**config.mk**
```make
export PLATFORM = sky130hd
export DESIGN_NAME = base64_text_decoder
export DESIGN_NICKNAME = d
export VERILOG_FILES = /design/src/rtl/b64d_pkg.sv /design/src/rtl/b64d_fifo.sv /design/src/rtl/b64d_front.sv /design/src/rtl/b64d_back.sv /design/src/rtl/base64_text_decoder.sv
export VERILOG_INCLUDE_DIRS = /design/src /design/src/rtl
export SDC_FILE = /design/constraint.sdc
export NUM_CORES = 1
export LEC_CHECK = 0
export ABC_CLOCK_PERIOD_IN_PS = 4210
export BUFFER_PORTS_ARGS = -buffer_cell sky130_fd_sc_hd__buf_2
export CORE_ASPECT_RATIO = 1.75
export CORE_MARGIN = 2
export CORE_UTILIZATION = 46
export DETAILED_ROUTE_END_ITERATION = 16
export PLACE_DENSITY = 0.71
export SYNTH_ARGS = -nofsm -noshare
export SYNTH_HDL_FRONTEND = slang
export SYNTH_SLANG_ARGS = --single-unit
```
**constraint.sdc**
```tcl
create_clock -name clk_i -period 4.21 [get_ports clk_i]
set_clock_uncertainty 0.1 [all_clocks]
set_input_delay 0.842 -clock clk_i [delete_from_list [all_inputs] [get_ports clk_i]]
set_output_delay 0.842 -clock clk_i [all_outputs]
set_load 0.01 [all_outputs]
```
**src/rtl/base64_text_decoder_assert.svh**
```systemverilog
// assertion macros for the base64 text decoder
// expects clk_i and rst_ni in the scope of every use
`ifndef BASE64_TEXT_DECODER_ASSERT_SVH
`define BASE64_TEXT_DECODER_ASSERT_SVH

`ifndef SYNTH

// property must hold at every rising clock edge outside reset
`define B64D_ASSERT(lbl, prop) \
  lbl: assert property (@(posedge clk_i) disable iff (!rst_ni) prop) \
    else $error("b64d: property violated");

// condition must never be true outside reset
`define B64D_NEVER(lbl, cond) \
  lbl: assert property (@(posedge clk_i) disable iff (!rst_ni) !(cond)) \
    else $error("b64d: forbidden condition seen");

`else

`define B64D_ASSERT(lbl, prop)
`define B64D_NEVER(lbl, cond)

`endif

`endif

```
**src/rtl/b64d_pkg.sv**
```systemverilog
// shared types, constants and the alphabet lookup of the base64 text decoder
// no dependencies
`timescale 1ns / 1ps
`default_nettype none

package b64d_pkg;

  localparam int unsigned CountWidthDef = 16;
  localparam int unsigned QueueDepthDef = 2;
  localparam int unsigned MaxWidth      = 16;
  localparam int unsigned ShownWidth    = 16;

  localparam logic [MaxWidth-1:0] MaxOutReset = 16'hFFFF;

  localparam logic [7:0] CharSpace = 8'h20;
  localparam logic [7:0] CharTab   = 8'h09;
  localparam logic [7:0] CharPlus  = 8'h2B;
  localparam logic [7:0] CharSlash = 8'h2F;

  localparam logic KindData = 1'b0;
  localparam logic KindEnd  = 1'b1;

  typedef enum logic [1:0] {
    CLS_BLANK  = 2'd0,
    CLS_SEXTET = 2'd1,
    CLS_OTHER  = 2'd2
  } char_class_e;

  // one classified character, front to back
  typedef struct packed {
    logic        start;
    char_class_e cls;
    logic [5:0]  sextet;
  } mid_item_t;

  // one result, back to output queue
  typedef struct packed {
    logic                  kind;
    logic [7:0]            data_byte;
    logic [ShownWidth-1:0] byte_count;
    logic                  truncated;
  } result_t;

  // alphabet lookup: class and sextet of one character
  function automatic mid_item_t classify(input logic [7:0] c, input logic start);
    mid_item_t r;
    r.start  = start;
    r.cls    = CLS_OTHER;
    r.sextet = 6'd0;
    if (c >= 8'h41 && c <= 8'h5A) begin
      r.cls    = CLS_SEXTET;
      r.sextet = 6'(c - 8'h41);
    end else if (c >= 8'h61 && c <= 8'h7A) begin
      r.cls    = CLS_SEXTET;
      r.sextet = 6'(c - 8'h61 + 8'd26);
    end else if (c >= 8'h30 && c <= 8'h39) begin
      r.cls    = CLS_SEXTET;
      r.sextet = 6'(c - 8'h30 + 8'd52);
    end else if (c == CharPlus) begin
      r.cls    = CLS_SEXTET;
      r.sextet = 6'd62;
    end else if (c == CharSlash) begin
      r.cls    = CLS_SEXTET;
      r.sextet = 6'd63;
    end else if (c == CharSpace || c == CharTab) begin
      r.cls    = CLS_BLANK;
    end
    return r;
  endfunction

endpackage

`default_nettype wire

```
**src/rtl/b64d_fifo.sv**
```systemverilog
// small first-in first-out queue in flip-flops, registered outputs
// no dependencies
`timescale 1ns / 1ps
`default_nettype none

module b64d_fifo #(
  parameter int unsigned WIDTH = 8,
  parameter int unsigned DEPTH = 2
) (
  input  wire logic             clk_i,
  input  wire logic             rst_ni,
  input  wire logic             push_i,
  input  wire logic [WIDTH-1:0] wdata_i,
  output logic                  full_o,
  input  wire logic             pop_i,
  output logic [WIDTH-1:0]      rdata_o,
  output logic                  empty_o
);

  localparam int unsigned PtrW = (DEPTH > 1) ? $clog2(DEPTH) : 1;
  localparam int unsigned CntW = $clog2(DEPTH + 1);
  localparam logic [PtrW-1:0] PtrLast = PtrW'(DEPTH - 1);
  localparam logic [CntW-1:0] CntFull = CntW'(DEPTH);

  logic [WIDTH-1:0] mem_q [DEPTH];
  logic [PtrW-1:0]  wr_ptr_q, wr_ptr_d;
  logic [PtrW-1:0]  rd_ptr_q, rd_ptr_d;
  logic [CntW-1:0]  cnt_q, cnt_d;
  logic             do_push, do_pop;

  assign full_o  = (cnt_q == CntFull);
  assign empty_o = (cnt_q == '0);
  assign do_push = push_i && !full_o;
  assign do_pop  = pop_i && !empty_o;
  assign rdata_o = mem_q[rd_ptr_q];

  always_comb begin
    wr_ptr_d = wr_ptr_q;
    rd_ptr_d = rd_ptr_q;
    cnt_d    = cnt_q;
    if (do_push) begin
      wr_ptr_d = (wr_ptr_q == PtrLast) ? '0 : wr_ptr_q + 1'b1;
    end
    if (do_pop) begin
      rd_ptr_d = (rd_ptr_q == PtrLast) ? '0 : rd_ptr_q + 1'b1;
    end
    if (do_push && !do_pop) begin
      cnt_d = cnt_q + 1'b1;
    end else if (do_pop && !do_push) begin
      cnt_d = cnt_q - 1'b1;
    end
  end

  always_ff @(posedge clk_i or negedge rst_ni) begin
    if (!rst_ni) begin
      wr_ptr_q <= '0;
      rd_ptr_q <= '0;
      cnt_q    <= '0;
    end else begin
      wr_ptr_q <= wr_ptr_d;
      rd_ptr_q <= rd_ptr_d;
      cnt_q    <= cnt_d;
    end
  end

  // payload storage, no reset
  always_ff @(posedge clk_i) begin
    if (do_push) begin
      mem_q[wr_ptr_q] <= wdata_i;
    end
  end

endmodule

`default_nettype wire

```
**src/rtl/b64d_front.sv**
```systemverilog
// front end: accepts characters and classifies them against the alphabet
// depends on b64d_pkg
`timescale 1ns / 1ps
`default_nettype none

module b64d_front (
  input  wire logic             push,
  output logic                  full,
  input  wire logic [7:0]       char_code_i,
  input  wire logic             start_text_i,
  input  wire logic             q_full_i,
  output logic                  q_push_o,
  output b64d_pkg::mid_item_t   q_item_o
);

  import b64d_pkg::*;

  assign full     = q_full_i;
  assign q_push_o = push && !q_full_i;
  assign q_item_o = classify(char_code_i, start_text_i);

endmodule

`default_nettype wire

```
**src/rtl/b64d_back.sv**
```systemverilog
// back end: group assembly, end detection, byte limit and counting
// depends on b64d_pkg
`timescale 1ns / 1ps
`default_nettype none

module b64d_back #(
  parameter int unsigned COUNT_WIDTH = b64d_pkg::CountWidthDef
) (
  input  wire logic                              clk_i,
  input  wire logic                              rst_ni,
  input  wire logic                              in_valid_i,
  input  wire b64d_pkg::mid_item_t               in_item_i,
  output logic                                   in_pop_o,
  input  wire logic                              out_full_i,
  output logic                                   out_push_o,
  output b64d_pkg::result_t                      out_item_o,
  input  wire logic [b64d_pkg::MaxWidth-1:0]     max_out_bytes_i
);

  import b64d_pkg::*;

  localparam int unsigned CmpW = (COUNT_WIDTH > MaxWidth) ? COUNT_WIDTH : MaxWidth;
  localparam logic [CmpW-1:0] ShownMax = CmpW'({ShownWidth{1'b1}});

  logic [1:0]             pos_q, pos_d;
  logic [5:0]             held_q, held_d;
  logic                   skip_q, skip_d;
  logic                   ended_q, ended_d;
  logic [COUNT_WIDTH-1:0] cnt_q, cnt_d;
  logic                   drop_q, drop_d;

  logic                   take;
  logic [7:0]             byte_v;
  logic [CmpW-1:0]        cnt_cmp;
  logic [CmpW-1:0]        max_cmp;
  logic [CmpW-1:0]        shown_src;
  logic [ShownWidth-1:0]  shown;

  // a character is taken only when the output queue has room
  assign take     = in_valid_i && !out_full_i;
  assign in_pop_o = take;

  always_comb begin
    pos_d      = pos_q;
    held_d     = held_q;
    skip_d     = skip_q;
    ended_d    = ended_q;
    cnt_d      = cnt_q;
    drop_d     = drop_q;
    out_push_o = 1'b0;
    out_item_o = '0;
    byte_v     = '0;
    cnt_cmp    = '0;
    max_cmp    = CmpW'(max_out_bytes_i);
    shown_src  = '0;
    shown      = '0;

    if (take) begin
      // start of text clears per-text state first
      if (in_item_i.start) begin
        pos_d   = '0;
        held_d  = '0;
        skip_d  = 1'b1;
        ended_d = 1'b0;
        cnt_d   = '0;
        drop_d  = 1'b0;
      end

      cnt_cmp = CmpW'(cnt_d);

      if (ended_d) begin
        // ignored until next start
      end else if (skip_d && in_item_i.cls == CLS_BLANK) begin
        // leading blank skipped
      end else begin
        skip_d = 1'b0;
        if (in_item_i.cls != CLS_SEXTET) begin
          ended_d   = 1'b1;
          shown_src = (cnt_cmp > ShownMax) ? ShownMax : cnt_cmp;
          shown     = shown_src[ShownWidth-1:0];
          out_push_o            = 1'b1;
          out_item_o.kind       = KindEnd;
          out_item_o.data_byte  = '0;
          out_item_o.byte_count = shown;
          out_item_o.truncated  = drop_d;
        end else begin
          unique case (pos_d)
            2'd1:    byte_v = {held_d, in_item_i.sextet[5:4]};
            2'd2:    byte_v = {held_d[3:0], in_item_i.sextet[5:2]};
            2'd3:    byte_v = {held_d[1:0], in_item_i.sextet};
            default: byte_v = '0;
          endcase
          if (pos_d != 2'd0) begin
            if (cnt_cmp >= max_cmp) begin
              drop_d = 1'b1;
            end else begin
              if (cnt_d != '1) begin
                cnt_d = cnt_d + 1'b1;
              end
              cnt_cmp   = CmpW'(cnt_d);
              shown_src = (cnt_cmp > ShownMax) ? ShownMax : cnt_cmp;
              shown     = shown_src[ShownWidth-1:0];
              out_push_o            = 1'b1;
              out_item_o.kind       = KindData;
              out_item_o.data_byte  = byte_v;
              out_item_o.byte_count = shown;
              out_item_o.truncated  = drop_d;
            end
          end
          held_d = in_item_i.sextet;
          pos_d  = pos_d + 2'd1;
        end
      end
    end
  end

  always_ff @(posedge clk_i or negedge rst_ni) begin
    if (!rst_ni) begin
      pos_q   <= '0;
      held_q  <= '0;
      skip_q  <= 1'b1;
      ended_q <= 1'b0;
      cnt_q   <= '0;
      drop_q  <= 1'b0;
    end else begin
      pos_q   <= pos_d;
      held_q  <= held_d;
      skip_q  <= skip_d;
      ended_q <= ended_d;
      cnt_q   <= cnt_d;
      drop_q  <= drop_d;
    end
  end

endmodule

`default_nettype wire

```
**src/rtl/base64_text_decoder.sv**
```systemverilog
// top level of the base64 text decoder: front end, middle queue, back end, result queue
// depends on b64d_pkg, b64d_front, b64d_back, b64d_fifo and base64_text_decoder_assert.svh
`timescale 1ns / 1ps
`default_nettype none

// base64 text decoder, standard alphabet. one character is pushed per request,
// with start_text_i marking the first character of a new text. leading spaces and
// tabs are skipped; every alphabet character gives a sextet and the second, third
// and fourth characters of a group each complete one data byte. the first
// character outside the alphabet ('=', nul or anything else) ends the text and
// gives one end result carrying the byte count; a lone trailing character gives
// no byte, and later characters are ignored until the next start. bytes past
// max_out_bytes are dropped and flag truncated. the block takes one character
// per clock and delivers at most one result per clock, sustained, while the
// consumer keeps popping; the back end takes a character whenever the middle
// queue holds one and the result queue has room, decoding straight from the
// middle queue's head. an accepted character is registered in the middle queue
// and its result in the result queue, whose head drives the outputs. write the
// limit register only while no text is in flight. no clearing pass after reset.
module base64_text_decoder #(
  parameter int unsigned COUNT_WIDTH = b64d_pkg::CountWidthDef,
  parameter int unsigned QUEUE_DEPTH = b64d_pkg::QueueDepthDef
) (
  input  wire logic                          clk_i,
  input  wire logic                          rst_ni,
  // character side
  input  wire logic                          push,
  output logic                               full,
  input  wire logic [7:0]                    char_code_i,
  input  wire logic                          start_text_i,
  // result side
  output logic                               empty,
  input  wire logic                          pop,
  output logic                               kind_o,
  output logic [7:0]                         data_byte_o,
  output logic [b64d_pkg::ShownWidth-1:0]    byte_count_o,
  output logic                               truncated_o,
  // limit register
  input  wire logic                          cfg_we_i,
  input  wire logic [b64d_pkg::MaxWidth-1:0] cfg_wdata_i
);

  import b64d_pkg::*;

  localparam int unsigned MidW = $bits(mid_item_t);
  localparam int unsigned ResW = $bits(result_t);

  // limit register, reset to the full range
  logic [MaxWidth-1:0] max_q;

  // front to middle queue
  logic      mid_push, mid_full, mid_empty, mid_pop;
  mid_item_t mid_wr_item;
  logic [MidW-1:0] mid_rdata;
  mid_item_t mid_rd_item;

  // back to result queue
  logic      res_push, res_full;
  result_t   res_wr_item;
  logic [ResW-1:0] res_rdata;
  result_t   res_rd_item;

  always_ff @(posedge clk_i or negedge rst_ni) begin
    if (!rst_ni) begin
      max_q <= MaxOutReset;
    end else if (cfg_we_i) begin
      max_q <= cfg_wdata_i;
    end
  end

  // classify each character as it is requested
  b64d_front u_front (
    .push         (push),
    .full         (full),
    .char_code_i  (char_code_i),
    .start_text_i (start_text_i),
    .q_full_i     (mid_full),
    .q_push_o     (mid_push),
    .q_item_o     (mid_wr_item)
  );

  // decouples classification from decoding
  b64d_fifo #(
    .WIDTH (MidW),
    .DEPTH (QUEUE_DEPTH)
  ) u_mid_q (
    .clk_i   (clk_i),
    .rst_ni  (rst_ni),
    .push_i  (mid_push),
    .wdata_i (mid_wr_item),
    .full_o  (mid_full),
    .pop_i   (mid_pop),
    .rdata_o (mid_rdata),
    .empty_o (mid_empty)
  );

  assign mid_rd_item = mid_item_t'(mid_rdata);

  // per-text decoding state lives here
  b64d_back #(
    .COUNT_WIDTH (COUNT_WIDTH)
  ) u_back (
    .clk_i           (clk_i),
    .rst_ni          (rst_ni),
    .in_valid_i      (!mid_empty),
    .in_item_i       (mid_rd_item),
    .in_pop_o        (mid_pop),
    .out_full_i      (res_full),
    .out_push_o      (res_push),
    .out_item_o      (res_wr_item),
    .max_out_bytes_i (max_q)
  );

  // result queue lets the decoder run on while the consumer stalls, until it fills
  b64d_fifo #(
    .WIDTH (ResW),
    .DEPTH (QUEUE_DEPTH)
  ) u_res_q (
    .clk_i   (clk_i),
    .rst_ni  (rst_ni),
    .push_i  (res_push),
    .wdata_i (res_wr_item),
    .full_o  (res_full),
    .pop_i   (pop),
    .rdata_o (res_rdata),
    .empty_o (empty)
  );

  assign res_rd_item  = result_t'(res_rdata);
  assign kind_o       = res_rd_item.kind;
  assign data_byte_o  = res_rd_item.data_byte;
  assign byte_count_o = res_rd_item.byte_count;
  assign truncated_o  = res_rd_item.truncated;

`include "base64_text_decoder_assert.svh"

  // back end only writes a result when the result queue has room
  `B64D_NEVER(a_res_push_full, res_push && res_full)
  // back end only takes from a non-empty middle queue
  `B64D_NEVER(a_mid_pop_empty, mid_pop && mid_empty)
  // a delivered data byte is counted and within the limit
  `B64D_ASSERT(a_data_within_limit, (!empty && kind_o == KindData) |-> (byte_count_o != '0 && byte_count_o <= max_q))
  // an end result carries a zero data byte
  `B64D_ASSERT(a_end_zero_byte, (!empty && kind_o == KindEnd) |-> (data_byte_o == '0))

endmodule

`default_nettype wire

```
Word level (Yosys, flattened, before mapping)
Memory sizes are Yosys's and may differ from the RTL's.
Cells that the tools add are included.
{"block": "word_totals", "regBits": 51, "ramBits": 70, "in_bits": 30, "output_inout_bits": 28, "memories": 2}
{"block": "op_classes", "n_addsub": 15, "order_cmp": 9, "n_eq_ne": 11, "mux": 72, "reduce_logical": 29}
{"name": "u_res_q.mem_q", "depth": 2, "word_bits": 26, "read_ports": 1, "rd_clocked_by_memory_dff": 0, "write_ports": 1, "line": "b64d_fifo.sv:25", "rtl": "logic [WIDTH-1:0] mem_q [DEPTH];"}
{"name": "u_mid_q.mem_q", "depth": 2, "word_bits": 9, "read_ports": 1, "rd_clocked_by_memory_dff": 0, "write_ports": 1, "line": "b64d_fifo.sv:25"}
{"op": "2-to-1 mux 16 bit", "n": 16}
{"op": "2-to-1 mux 26 bit", "n": 5}
{"op": "> comparator 16 bit, second input constant", "n": 2}
{"op": "2-to-1 mux 8 bit", "n": 4}
{"op": "2-to-1 mux 6 bit", "n": 5}
{"op": "2-to-1 mux 1 bit", "n": 29}
{"op": "2-to-1 mux 25 bit", "n": 1}
{"op": "equality test 8 x 6 -> 1 bit, second input constant", "n": 3}
{"op": "case mux 8 bit (3 select lines)", "n": 1}
{"op": "2-to-1 mux 2 bit", "n": 11}
{"op": "adder 16 x 1 -> 16 bit, second input constant", "n": 1}
{"op": ">= comparator 16 bit", "n": 1}
{"op": ">= comparator 8 x 7 -> 1 bit, second input constant", "n": 2}
{"op": "less-or-equal comparator 8 x 7 -> 1 bit, second input constant", "n": 2}
{"op": "!= test 16 bit, second input constant", "n": 1}
{"op": "logical AND 1 bit", "n": 14}
{"op": "subtractor 6 bit, second input constant", "n": 2}
{"op": "equality test 2 bit, second input constant", "n": 4}
{"op": "equality test 8 x 4 -> 1 bit, second input constant", "n": 1}
{"op": ">= comparator 8 x 6 -> 1 bit, second input constant", "n": 1}
{"op": "less-or-equal comparator 8 x 6 -> 1 bit, second input constant", "n": 1}
{"op": "zero test 1 bit", "n": 8}
{"op": "adder 2 x 1 -> 2 bit, second input constant", "n": 3}
{"op": "adder 6 x 5 -> 6 bit, second input constant", "n": 1}
{"op": "9 further kinds", "n": 17}

Logic depth before layout (Yosys ltp)
Gate-level depths: netlist of run 1.
{"block": "logic_depth", "depth_word": 20, "ltp_mapped": 17}

Cells and area by module
From an unflattened synthesis of run 1, not the netlist that was laid out.
{"block": "hier_totals", "cells_unflattened": 574, "area_unflattened_um2": 6847.8}
{"module": "b64d_back", "n_inst": 1, "cells_each": 315, "area_each_um2": 2527.4}
{"module": "b64d_fifo (u_res_q)", "n_inst": 1, "cells_each": 100, "area_each_um2": 2173.3}
{"module": "b64d_fifo (u_mid_q)", "n_inst": 1, "cells_each": 47, "area_each_um2": 845.8}
{"module": "base64_text_decoder", "n_inst": 1, "cells_each": 35, "area_each_um2": 673.1}
{"module": "b64d_front", "n_inst": 1, "cells_each": 77, "area_each_um2": 628.1}

Worst setup path before layout of run 1
OpenSTA, ideal clock, no wires.
{"block": "synth_timing", "path_kind": "register -> register", "from": "reg u_mid_q.rd_ptr_q", "to": "mem u_res_q.mem_q[1][0] (netlist name), enable pin", "setup_ns": 0.409, "t_arrival_ns": 4.157, "required_ns": 3.701, "setup_slack_ns": -0.456, "path_stages_with_launch": 14, "period_less_slack_ns": 4.666, "cell_sequence": "dfrtp_1 > buf_4 > mux2i_2 > clkbuf_1 > clkbuf_1 > nand2_1 > ha_1 > nand2b_1 > a21oi_1 > o21ai_0 > a211oi_1 > o21ai_2 > buf_2 > nor2_1"}
{"block": "synth_via", "elab_chain_len": 13, "word_cells_on_any_way": 23, "classes_between": "1 x order compare; 1 x eq/ne; 16 x mux; 4 x reduce/logical; 1 x memory"}
{"element": "from (decl)", "line": "b64d_fifo.sv:27", "rtl": "logic [PtrW-1:0] rd_ptr_q, rd_ptr_d;"}
{"element": "from (signal assigned)", "line": "b64d_fifo.sv:61", "rtl": "rd_ptr_q <= rd_ptr_d;"}
{"element": "memory read (2 x 9 bit) *"}
{"element": "2-to-1 mux 16 bit", "line": "b64d_back.sv:60", "rtl": "if (in_item_i.start) begin"}
{"element": "2-to-1 mux 16 bit", "line": "b64d_back.sv:58", "rtl": "if (take) begin"}
{"element": ">= comparator 16 bit", "line": "b64d_back.sv:94", "rtl": "if (cnt_cmp >= max_cmp) begin"}
{"element": "2-to-1 mux 1 bit", "line": "b64d_back.sv:94"}
{"element": "2-to-1 mux 1 bit", "line": "b64d_back.sv:93", "rtl": "if (pos_d != 2'd0) begin"}
{"element": "2-to-1 mux 1 bit", "line": "b64d_back.sv:77", "rtl": "if (in_item_i.cls != CLS_SEXTET) begin"}
{"element": "2-to-1 mux 1 bit", "line": "b64d_back.sv:73", "rtl": "end else if (skip_d && in_item_i.cls == CLS_BLANK) begin"}
{"element": "2-to-1 mux 1 bit *", "line": "b64d_back.sv:71", "rtl": "if (ended_d) begin"}
{"element": "2-to-1 mux 1 bit *", "line": "b64d_back.sv:58"}
{"element": "logical AND 1 bit *", "line": "b64d_fifo.sv:33", "rtl": "assign do_push = push_i && !full_o;"}
{"element": "2-to-1 mux 1 bit *", "line": "b64d_fifo.sv:68", "rtl": "if (do_push) begin"}
{"element": "2-to-1 mux 1 bit (not written as such) *", "line": "b64d_fifo.sv:69", "rtl": "mem_q[wr_ptr_q] <= wdata_i;"}
{"element": "to (decl)", "line": "b64d_fifo.sv:25"}
Every way passes the cells marked *; elsewhere a longest branch is shown, timed or not. The select of a mux whose other input is x is not followed.

Worst setup path in the final report of run 1
{"block": "layout_timing", "from": "reg u_mid_q.rd_ptr_q", "to": "reg u_res_q.cnt_q[1]"}
{"block": "layout_via", "elab_chain_len": 14, "word_cells_on_any_way": 26, "classes_between": "1 x order compare; 1 x eq/ne; 15 x mux; 8 x reduce/logical; 1 x memory"}
{"element": "memory read (2 x 9 bit) *"}
{"element": "2-to-1 mux 16 bit", "line": "b64d_back.sv:60"}
{"element": "2-to-1 mux 16 bit", "line": "b64d_back.sv:58"}
{"element": ">= comparator 16 bit", "line": "b64d_back.sv:94"}
{"element": "2-to-1 mux 1 bit", "line": "b64d_back.sv:94"}
{"element": "2-to-1 mux 1 bit", "line": "b64d_back.sv:93"}
{"element": "2-to-1 mux 1 bit", "line": "b64d_back.sv:77"}
{"element": "2-to-1 mux 1 bit", "line": "b64d_back.sv:73"}
{"element": "2-to-1 mux 1 bit *", "line": "b64d_back.sv:71"}
{"element": "2-to-1 mux 1 bit *", "line": "b64d_back.sv:58"}
{"element": "logical AND 1 bit *", "line": "b64d_fifo.sv:33"}
{"element": "net u_res_q.do_push", "line": "b64d_fifo.sv:29", "rtl": "logic do_push, do_pop;"}
{"element": "zero test 1 bit", "line": "b64d_fifo.sv:49", "rtl": "end else if (do_pop && !do_push) begin"}
{"element": "logical AND 1 bit", "line": "b64d_fifo.sv:49"}
{"element": "nonzero test 2 bit (no source line)"}
{"element": "to (signal assigned)", "line": "b64d_fifo.sv:62", "rtl": "cnt_q <= cnt_d;"}
{"element": "to (decl)", "line": "b64d_fifo.sv:28", "rtl": "logic [CntW-1:0] cnt_q, cnt_d;"}
Mark *: on every way through the listed nets, which the timed path passes. The rest lies on a longest branch. The select of a mux whose other input is x is not followed.
A chain may end at the register's enable or synchronous reset.

==> results of run 1 <==
metal layers:
| metal | wire (um) | global-route usage | vias up |
|---|---|---|---|
| met5 | 0 | 0 | - |
| met4 | 738 | 0.131 | 0 |
| met3 | 627 | 0.0392 | 42 |
| met2 | 8690 | 0.403 | 181 |
| met1 | 5650 | 0.236 | 2360 |
| li1 | - | - | 2277 |
per-stage QoR:
step,util,instance area [um2],TNS [ps]
5_1_grt,0.551,7630,0
3_3_place_gp,0.508,7030,0
3_5_place_dp,0.508,7030,0
6_report,0.551,7630,0
2_1_floorplan,-,6500,-1460
4_1_cts,0.551,7630,0
report_power, final:
| part | switching (mW) | internal [mW] |
|---|---|---|
| clock | 0.592 | 0.895 |
| sequential | 0.173 | 1.63 |
| combinational | 0.911 | 0.631 |
| total | 1.68 | 3.16 |
sequential cells by signal, summed over array words and instances (netlist names):
signal / count
u_back.held_q: 6
u_mid_q.cnt_q: 2
u_back.skip_q: 1
u_back.pos_q: 2
u_res_q.mem_q: 52
u_mid_q.mem_q: 18
u_res_q.wr_ptr_q: 1
u_back.cnt_q: 16
u_back.drop_q: 1
max_q: 16
u_mid_q.rd_ptr_q: 1
u_mid_q.wr_ptr_q: 1
u_back.ended_q: 1
u_res_q.rd_ptr_q: 1
u_res_q.cnt_q: 2
kinds of logic after synthesis:
group / share of synthesized area
AOI/OAI and AO/OA: 0.118
and+or+nand+nor: 0.148
muxes: 0.0681
adders and majority gates: 0.0558
DFF: 0.523
buffers and inverters: 0.0398
xor gates and xnor gates: 0.0472
path summary, 6_finish.rpt:
| check | startpoint | endpoint | slack, ps | depth (start not counted) |
|---|---|---|---|---|
| setup / recovery | u_mid_q.rd_ptr_q$_DFFE_PN0P_ | u_res_q.cnt_q[1]$_DFFE_PN0P_ | 500 | 15 |
| hold / removal | u_back.drop_q$_DFFE_PN0P_ | u_back.drop_q$_DFFE_PN0P_ | 380 | 1 |
| setup reg to reg | u_mid_q.rd_ptr_q$_DFFE_PN0P_ | u_res_q.cnt_q[1]$_DFFE_PN0P_ | 500 | 15 |
| hold reg to reg | u_back.drop_q$_DFFE_PN0P_ | u_back.drop_q$_DFFE_PN0P_ | 380 | 1 |
| max in group asynchronous | rst_ni | u_back.skip_q$_DFFE_PN1P_ | 2810 | 2 |
| min in group asynchronous | rst_ni | u_mid_q.cnt_q[1]$_DFFE_PN0P_ | 390 | 1 |
cell usage in the layout, fill, tap and decap left out, types with 10 or more instances in the layout:
master	n
sky130_fd_sc_hd__mux2_2	35
sky130_fd_sc_hd__and2_1	13
sky130_fd_sc_hd__clkbuf_16	17
sky130_fd_sc_hd__o21ai_0	26
sky130_fd_sc_hd__edfxtp_1	70
sky130_fd_sc_hd__a21oi_1	21
sky130_fd_sc_hd__xnor2_1	30
sky130_fd_sc_hd__inv_1	39
sky130_fd_sc_hd__nor4_1	10
sky130_fd_sc_hd__dfstp_2	17
sky130_fd_sc_hd__buf_4	11
sky130_fd_sc_hd__nor3_1	10
sky130_fd_sc_hd__nand2_1	56
sky130_fd_sc_hd__nor2_1	48
sky130_fd_sc_hd__buf_2	57
sky130_fd_sc_hd__nand3_1	14
sky130_fd_sc_hd__ha_1	29
sky130_fd_sc_hd__dfrtp_1	34
critical path, stage by stage, from the launching register on:
cell and delay (ps):
sky130_fd_sc_hd__dfrtp_1 370, sky130_fd_sc_hd__buf_4 210, sky130_fd_sc_hd__mux2_4 330, sky130_fd_sc_hd__nor2_1 320, sky130_fd_sc_hd__ha_1 320, sky130_fd_sc_hd__a21oi_1 130, sky130_fd_sc_hd__o21ai_1 100, sky130_fd_sc_hd__a2111o_1 470
sky130_fd_sc_hd__a211oi_1 230, sky130_fd_sc_hd__buf_4 250, sky130_fd_sc_hd__o21ai_2 160, sky130_fd_sc_hd__inv_1 100, sky130_fd_sc_hd__ha_1 160, sky130_fd_sc_hd__xor2_1 150, sky130_fd_sc_hd__nor2_1 70, sky130_fd_sc_hd__xnor2_1 120
layout make-up:
class / instances / area, um2 / share of cell area
Sequential cell: 121 / 3400 / 0.446
Inverter: 40 / 150 / 0.0197
Tap cell: 177 / 221 / 0.0290
Clock inverter: 15 / 179 / 0.0235
Timing Repair Buffer: 70 / 408 / 0.0535
Clock buffer: 17 / 425 / 0.0558
Multi-Input combinational cell: 403 / 2850 / 0.373
==> parameters.txt, run 1 <==
Parameter                              Value

Yosys
  Synth async-reset ratio    0.421
  Most frequent cells after synthesis    sky130_fd_sc_hd__edfxtp_1 (70), sky130_fd_sc_hd__nand2_1 (56), sky130_fd_sc_hd__nor2_1 (50), sky130_fd_sc_hd__inv_1 (39), sky130_fd_sc_hd__mux2_2 (35)
  Synthesized area    6500 um2
  Fraction of synthesized cell area taken by the top area cell type    0.323
  Top cells by area in the synthesized netlist    sky130_fd_sc_hd__edfxtp_1 (32%), sky130_fd_sc_hd__dfrtp_1 (13%), sky130_fd_sc_hd__dfstp_2 (6.9%), sky130_fd_sc_hd__mux2_2 (6.1%), sky130_fd_sc_hd__ha_1 (5.6%)
  Number of enable-type register cells in the synthesized netlist    70
  Yosys synthesis warning count    0
  Synthesized instance count    589
  Sequential-to-total area share from yosys stat    0.523
  Post-synth top flop    sky130_fd_sc_hd__edfxtp_1
  Yosys reg bits    121
  Yosys top cell by area    sky130_fd_sc_hd__edfxtp_1
  Synth unique cells    71
  Mean instance size in the synthesized netlist    11.0 um2
  Post-synth net total    648
  Cell with the most instances after synthesis    sky130_fd_sc_hd__edfxtp_1

Cells and area
  Layout area overhead    17.4%
  Layout cell share with drive strength beyond 1    0.258
  Final standard cell count with taps included and fillers excluded    843
  Filler cell count in the final layout    1,217
  Fin nets    712
  Antenna diode instance count    0

Timing
  Slew HR    0.284
  Final-layout worst hold slack    381 ps
  Post-route minimum period    3710 ps
  Slew Limit Fails    0
  Fmax achieved    270 MHz
  Final hold violations    0
  Worst-margin pin slew    1070 ps
  Final setup vio count    0
  Fin worst setup slack    502 ps
  Portion of the clock cycle consumed by the worst path in the final layout    0.881
  RSZ-0062 raised after global routing    false

Floorplan
  Std-Cell Core Area    13,800 um2
  Die footprint    15,100 um2
  IO Count    58
  Effective utilization at floorplan    0.470
  Chip Height    161 um
  Die width    93.9 um
  Number of core rows    57

Clock network
  Number of clock sinks    121
  Clock slew at the register clock pins of the worst setup and hold paths    60 ps
  Hold buffer count at CTS    0
  Worst skew pair latency    420 ps
  CTS root buf    sky130_fd_sc_hd__clkbuf_16
  Count of instances resized after the clock tree is built    0
  TritonCTS buffer count    17
  CTS tree    built
  Post-CTS Setup Bufs    0
  Clock buffer depth    2
  Deepest level of the CTS H-tree    4

Placed design
  Final Wtd Congestion    0.998
  Number of cells in the design after placement    811
  Post-placement worst setup slack    546 ps
  Number of buffers inserted by port buffering    57
  Post-DP HPWL    11,900 um

Route
  Final routed wire length divided by cell count    18.6 um
  Detail Route Antenna Nets    0
  Detailed router's first-iteration violation count    356
  Routed vias/inst    5.77
  Number of iterations in the first detailed-routing pass    5
  Vias    4,860
  Remaining design rule violation count    0
  Post-Route WL    15,700 um

Setup path
  Data required, critical path    4410 ps
  CP Capture Type    flop
  Arr. time, crit path    3910 ps
  Path type of the worst setup path    reg2reg
  Max Fanout on Critical Path    15
  Startpoint types    flop

GRT
  Antenna violations before repair    0
  First-pass GRT wire length    25,600 um
  Via count of the first global-routing pass    5,014
  Pin count of the biggest net entering global routing    33
  Aggregate global-route resource usage    0.223
  Remaining global-route overflow    0

Power
  Total power density per cell area    634 nW/um2
  Leakage    3.09 nW
  Worst supply voltage drop on vdd    0.318 mV
  Overall power of the completed layout    4.84 mW

Outcome
  Status    complete, no violations

Job
  Number of max-cap violations    0

Min path
  Worst min path class    reg2reg
Power figures use the tool's default switching activity.
==> inputs of run 2 (changes only) <==
--- a/config.mk
+++ b/config.mk
@@ -13,6 +13,7 @@
 export CORE_UTILIZATION = 46
 export DETAILED_ROUTE_END_ITERATION = 16
 export PLACE_DENSITY = 0.71
+export RECOVER_POWER = 50
 export SYNTH_ARGS = -nofsm -noshare
 export SYNTH_HDL_FRONTEND = slang
 export SYNTH_SLANG_ARGS = --single-unit
==> parameters.txt, run 2 (synthesized netlist as in run 1, its figures left out) <==
Parameter                              Value

GRT
  Pin count of the biggest net entering global routing    33 (unchanged)
  Antenna violations before repair    0 (unchanged)
  Remaining global-route overflow    0 (unchanged)
  Aggregate global-route resource usage    0.223 (unchanged)
  First-pass GRT wire length    25,600 um (unchanged)
  Via count of the first global-routing pass    5,014 (unchanged)

Timing
  Sum Neg Setup Slack    0 ps (unchanged)
  Fin worst setup slack    456 ps (-45.5 ps)
  Final-layout worst hold slack    383 ps (+1.55 ps)
  Final hold violations    0 (unchanged)
  Slew Limit Fails    33 (+33)
  RSZ-0062 raised after global routing    false
  Post-route minimum period    3750 ps (+45.5 ps)
  Final setup vio count    0 (unchanged)
  Slew HR    -0.184 (-0.468)
  Worst-margin pin slew    1780 ps (+702 ps)
  Fmax achieved    266 MHz (-1.2%)
  Portion of the clock cycle consumed by the worst path in the final layout    0.892 (+0.0108)

Clock network
  TritonCTS buffer count    17 (unchanged)
  Clock buffer depth    2 (unchanged)
  Hold buffer count at CTS    0 (unchanged)
  CTS tree    built
  Post-CTS Setup Bufs    0 (unchanged)
  Clock slew at the register clock pins of the worst setup and hold paths    60 ps (about the same)
  CTS root buf    sky130_fd_sc_hd__clkbuf_16
  Number of clock sinks    121 (unchanged)
  Count of instances resized after the clock tree is built    0 (unchanged)
  Deepest level of the CTS H-tree    4 (unchanged)
  Worst skew pair latency    420 ps (about the same)

Cells and area
  Filler cell count in the final layout    1,231 (+1.2%)
  Layout cell share with drive strength beyond 1    0.222 (-0.0360)
  Final core utilization    0.548 (-0.00326)
  Antenna diode instance count    0 (unchanged)
  Leading registers by flop count    u_res_q.mem_q x52, u_mid_q.mem_q x18
  Fin nets    712 (unchanged)
  Layout area overhead    16.7%
  Top register by number of flip-flops    u_res_q.mem_q
  Number of flip-flops in the largest register    52 (unchanged)
  Sequential cell area    3400 um2 (unchanged)
  Commonest non-fill, non-tap cell in the layout    sky130_fd_sc_hd__edfxtp_1
  Most frequent cells in the layout    sky130_fd_sc_hd__edfxtp_1 (70), sky130_fd_sc_hd__nand2_1 (56), sky130_fd_sc_hd__nor2_1 (48)
  Multi-input gate area in the final layout    2840 um2 (-0.35%)

Placed design
  Number of buffers inserted by port buffering    57 (unchanged)
  Post-DP HPWL    11,900 um (unchanged)
  Final Wtd Congestion    0.998 (unchanged)
  Post-placement worst setup slack    546 ps (unchanged)

Setup path
  Data required, critical path    4410 ps (about the same)
  Startpoint types    flop
  Biggest cell delay along the critical path    460 ps (about the same)
  Worst flop-to-flop path startpoint    u_mid_q.rd_ptr_q$_DFFE_PN0P_
  Cell count of the worst reg-to-reg path    15 (unchanged)
  Instance count on the critical path    15 (unchanged)
  Path type of the worst setup path    reg2reg
  Crit path max-delay family    compound AO/OA/AOI/OAI gates
  Slowest cell on crit path    sky130_fd_sc_hd__a2111o_1
  Number of buffer and inverter stages on the critical path    3 (unchanged)
  Arr. time, crit path    3960 ps (+50 ps)
  CP Capture Type    flop
  Sequence of cells on the critical path    buf_4 -> mux2_1 -> nor2_1 -> ha_1 -> a21oi_1 -> o21ai_1 -> a2111o_1 -> a211oi_1 -> buf_4 -> o21ai_2 -> inv_1 -> ha_1 -> xor2_1 -> nor2_1 -> xnor2_1
  Max Fanout on Critical Path    15 (unchanged)
  Launch point of the critical path    u_mid_q.rd_ptr_q$_DFFE_PN0P_

Floorplan
  Die footprint    15,100 um2 (unchanged)
  Std-Cell Core Area    13,800 um2 (unchanged)
  Die width    93.9 um (unchanged)
  IO Count    58 (unchanged)
  Effective utilization at floorplan    0.470 (unchanged)
  Number of core rows    57 (unchanged)
  Chip Height    161 um (unchanged)

Outcome
  Failing checks    capacitance limit, slew limit
  Status    finished, violations left

Route
  Detail Route Antenna Nets    0 (unchanged)
  Post-Route WL    15,800 um (+0.56%)
  Remaining design rule violation count    0 (unchanged)
  Final routed wire length divided by cell count    18.7 um (+0.56%)
  Routed vias/inst    5.73 (-0.58%)
  Detailed router's first-iteration violation count    345 (-3.1%)
  Vias    4,832 (-0.58%)
  Number of iterations in the first detailed-routing pass    5 (unchanged)

Min path
  Worst min path class    reg2reg
  Source of the worst hold timing path    u_back.drop_q$_DFFE_PN0P_
  Hold path depth    1 (unchanged)

Power
  Leakage    3.02 nW (-2.3%)
  Worst supply voltage drop on vdd    0.317 mV (-0.29%)
  Total power density per cell area    633 nW/um2 (-0.12%)
  Overall power of the completed layout    4.80 mW (-0.71%)

Job
  Number of max-cap violations    1 (+1)
## run 2: worst reg2reg max path, delay by kind of cell, from the launching register on
kind,cells,cell delay [ps]
flops,1,370
fa+ha+maj,2,480
simple gates,2,390
mux,1,380
buf+inv,3,560
xor+xnor,2,270
compound gates,5,1070
## run 2: cell type report
cell class                 instances  area share
sequential                       121       0.448
clock inverter                    15      0.0236
inverter                          40      0.0198
timing repair buffer              70      0.0492
clock buffer                      17      0.0561
multi-input combinational        403       0.374
tap                              177      0.0292
## run 2: report_power, final
group / switching (mW) / internal, mW / total (mW) / leakage, nW
clock: 0.595 / 0.895 / 1.49 / 0.292
combinational: 0.912 / 0.594 / 1.51 / 1.44
sequential: 0.171 / 1.63 / 1.80 / 1.29
total: 1.68 / 3.12 / 4.80 / 3.02
## run 2: metal layers
layer | vias to the layer above | share of wire | GRT usage
li1 | 2275 | - | -
met1 | 2356 | 0.37 | 0.236
met2 | 157 | 0.55 | 0.403
met3 | 44 | 0.036 | 0.0392
met4 | 0 | 0.049 | 0.131
met5 | - | 0 | 0
## run 2: through the flow
stage	instance area, um2	std cells
final	7580	843
after global routing	7580	843
after detailed placement	7030	811
after global placement	7030	811
after CTS	7630	843
after floorplan	6500	589
## run 2: path summary, 6_finish.rpt
path | to | slack (ps)
setup / recovery | u_res_q.cnt_q[1]$_DFFE_PN0P_ | 460
hold / removal | u_back.drop_q$_DFFE_PN0P_ | 380
setup reg to reg | u_res_q.cnt_q[1]$_DFFE_PN0P_ | 460
hold reg to reg | u_back.drop_q$_DFFE_PN0P_ | 380
max in group asynchronous | u_back.cnt_q[3]$_DFFE_PN0P_ | 1450
min in group asynchronous | u_mid_q.cnt_q[1]$_DFFE_PN0P_ | 800
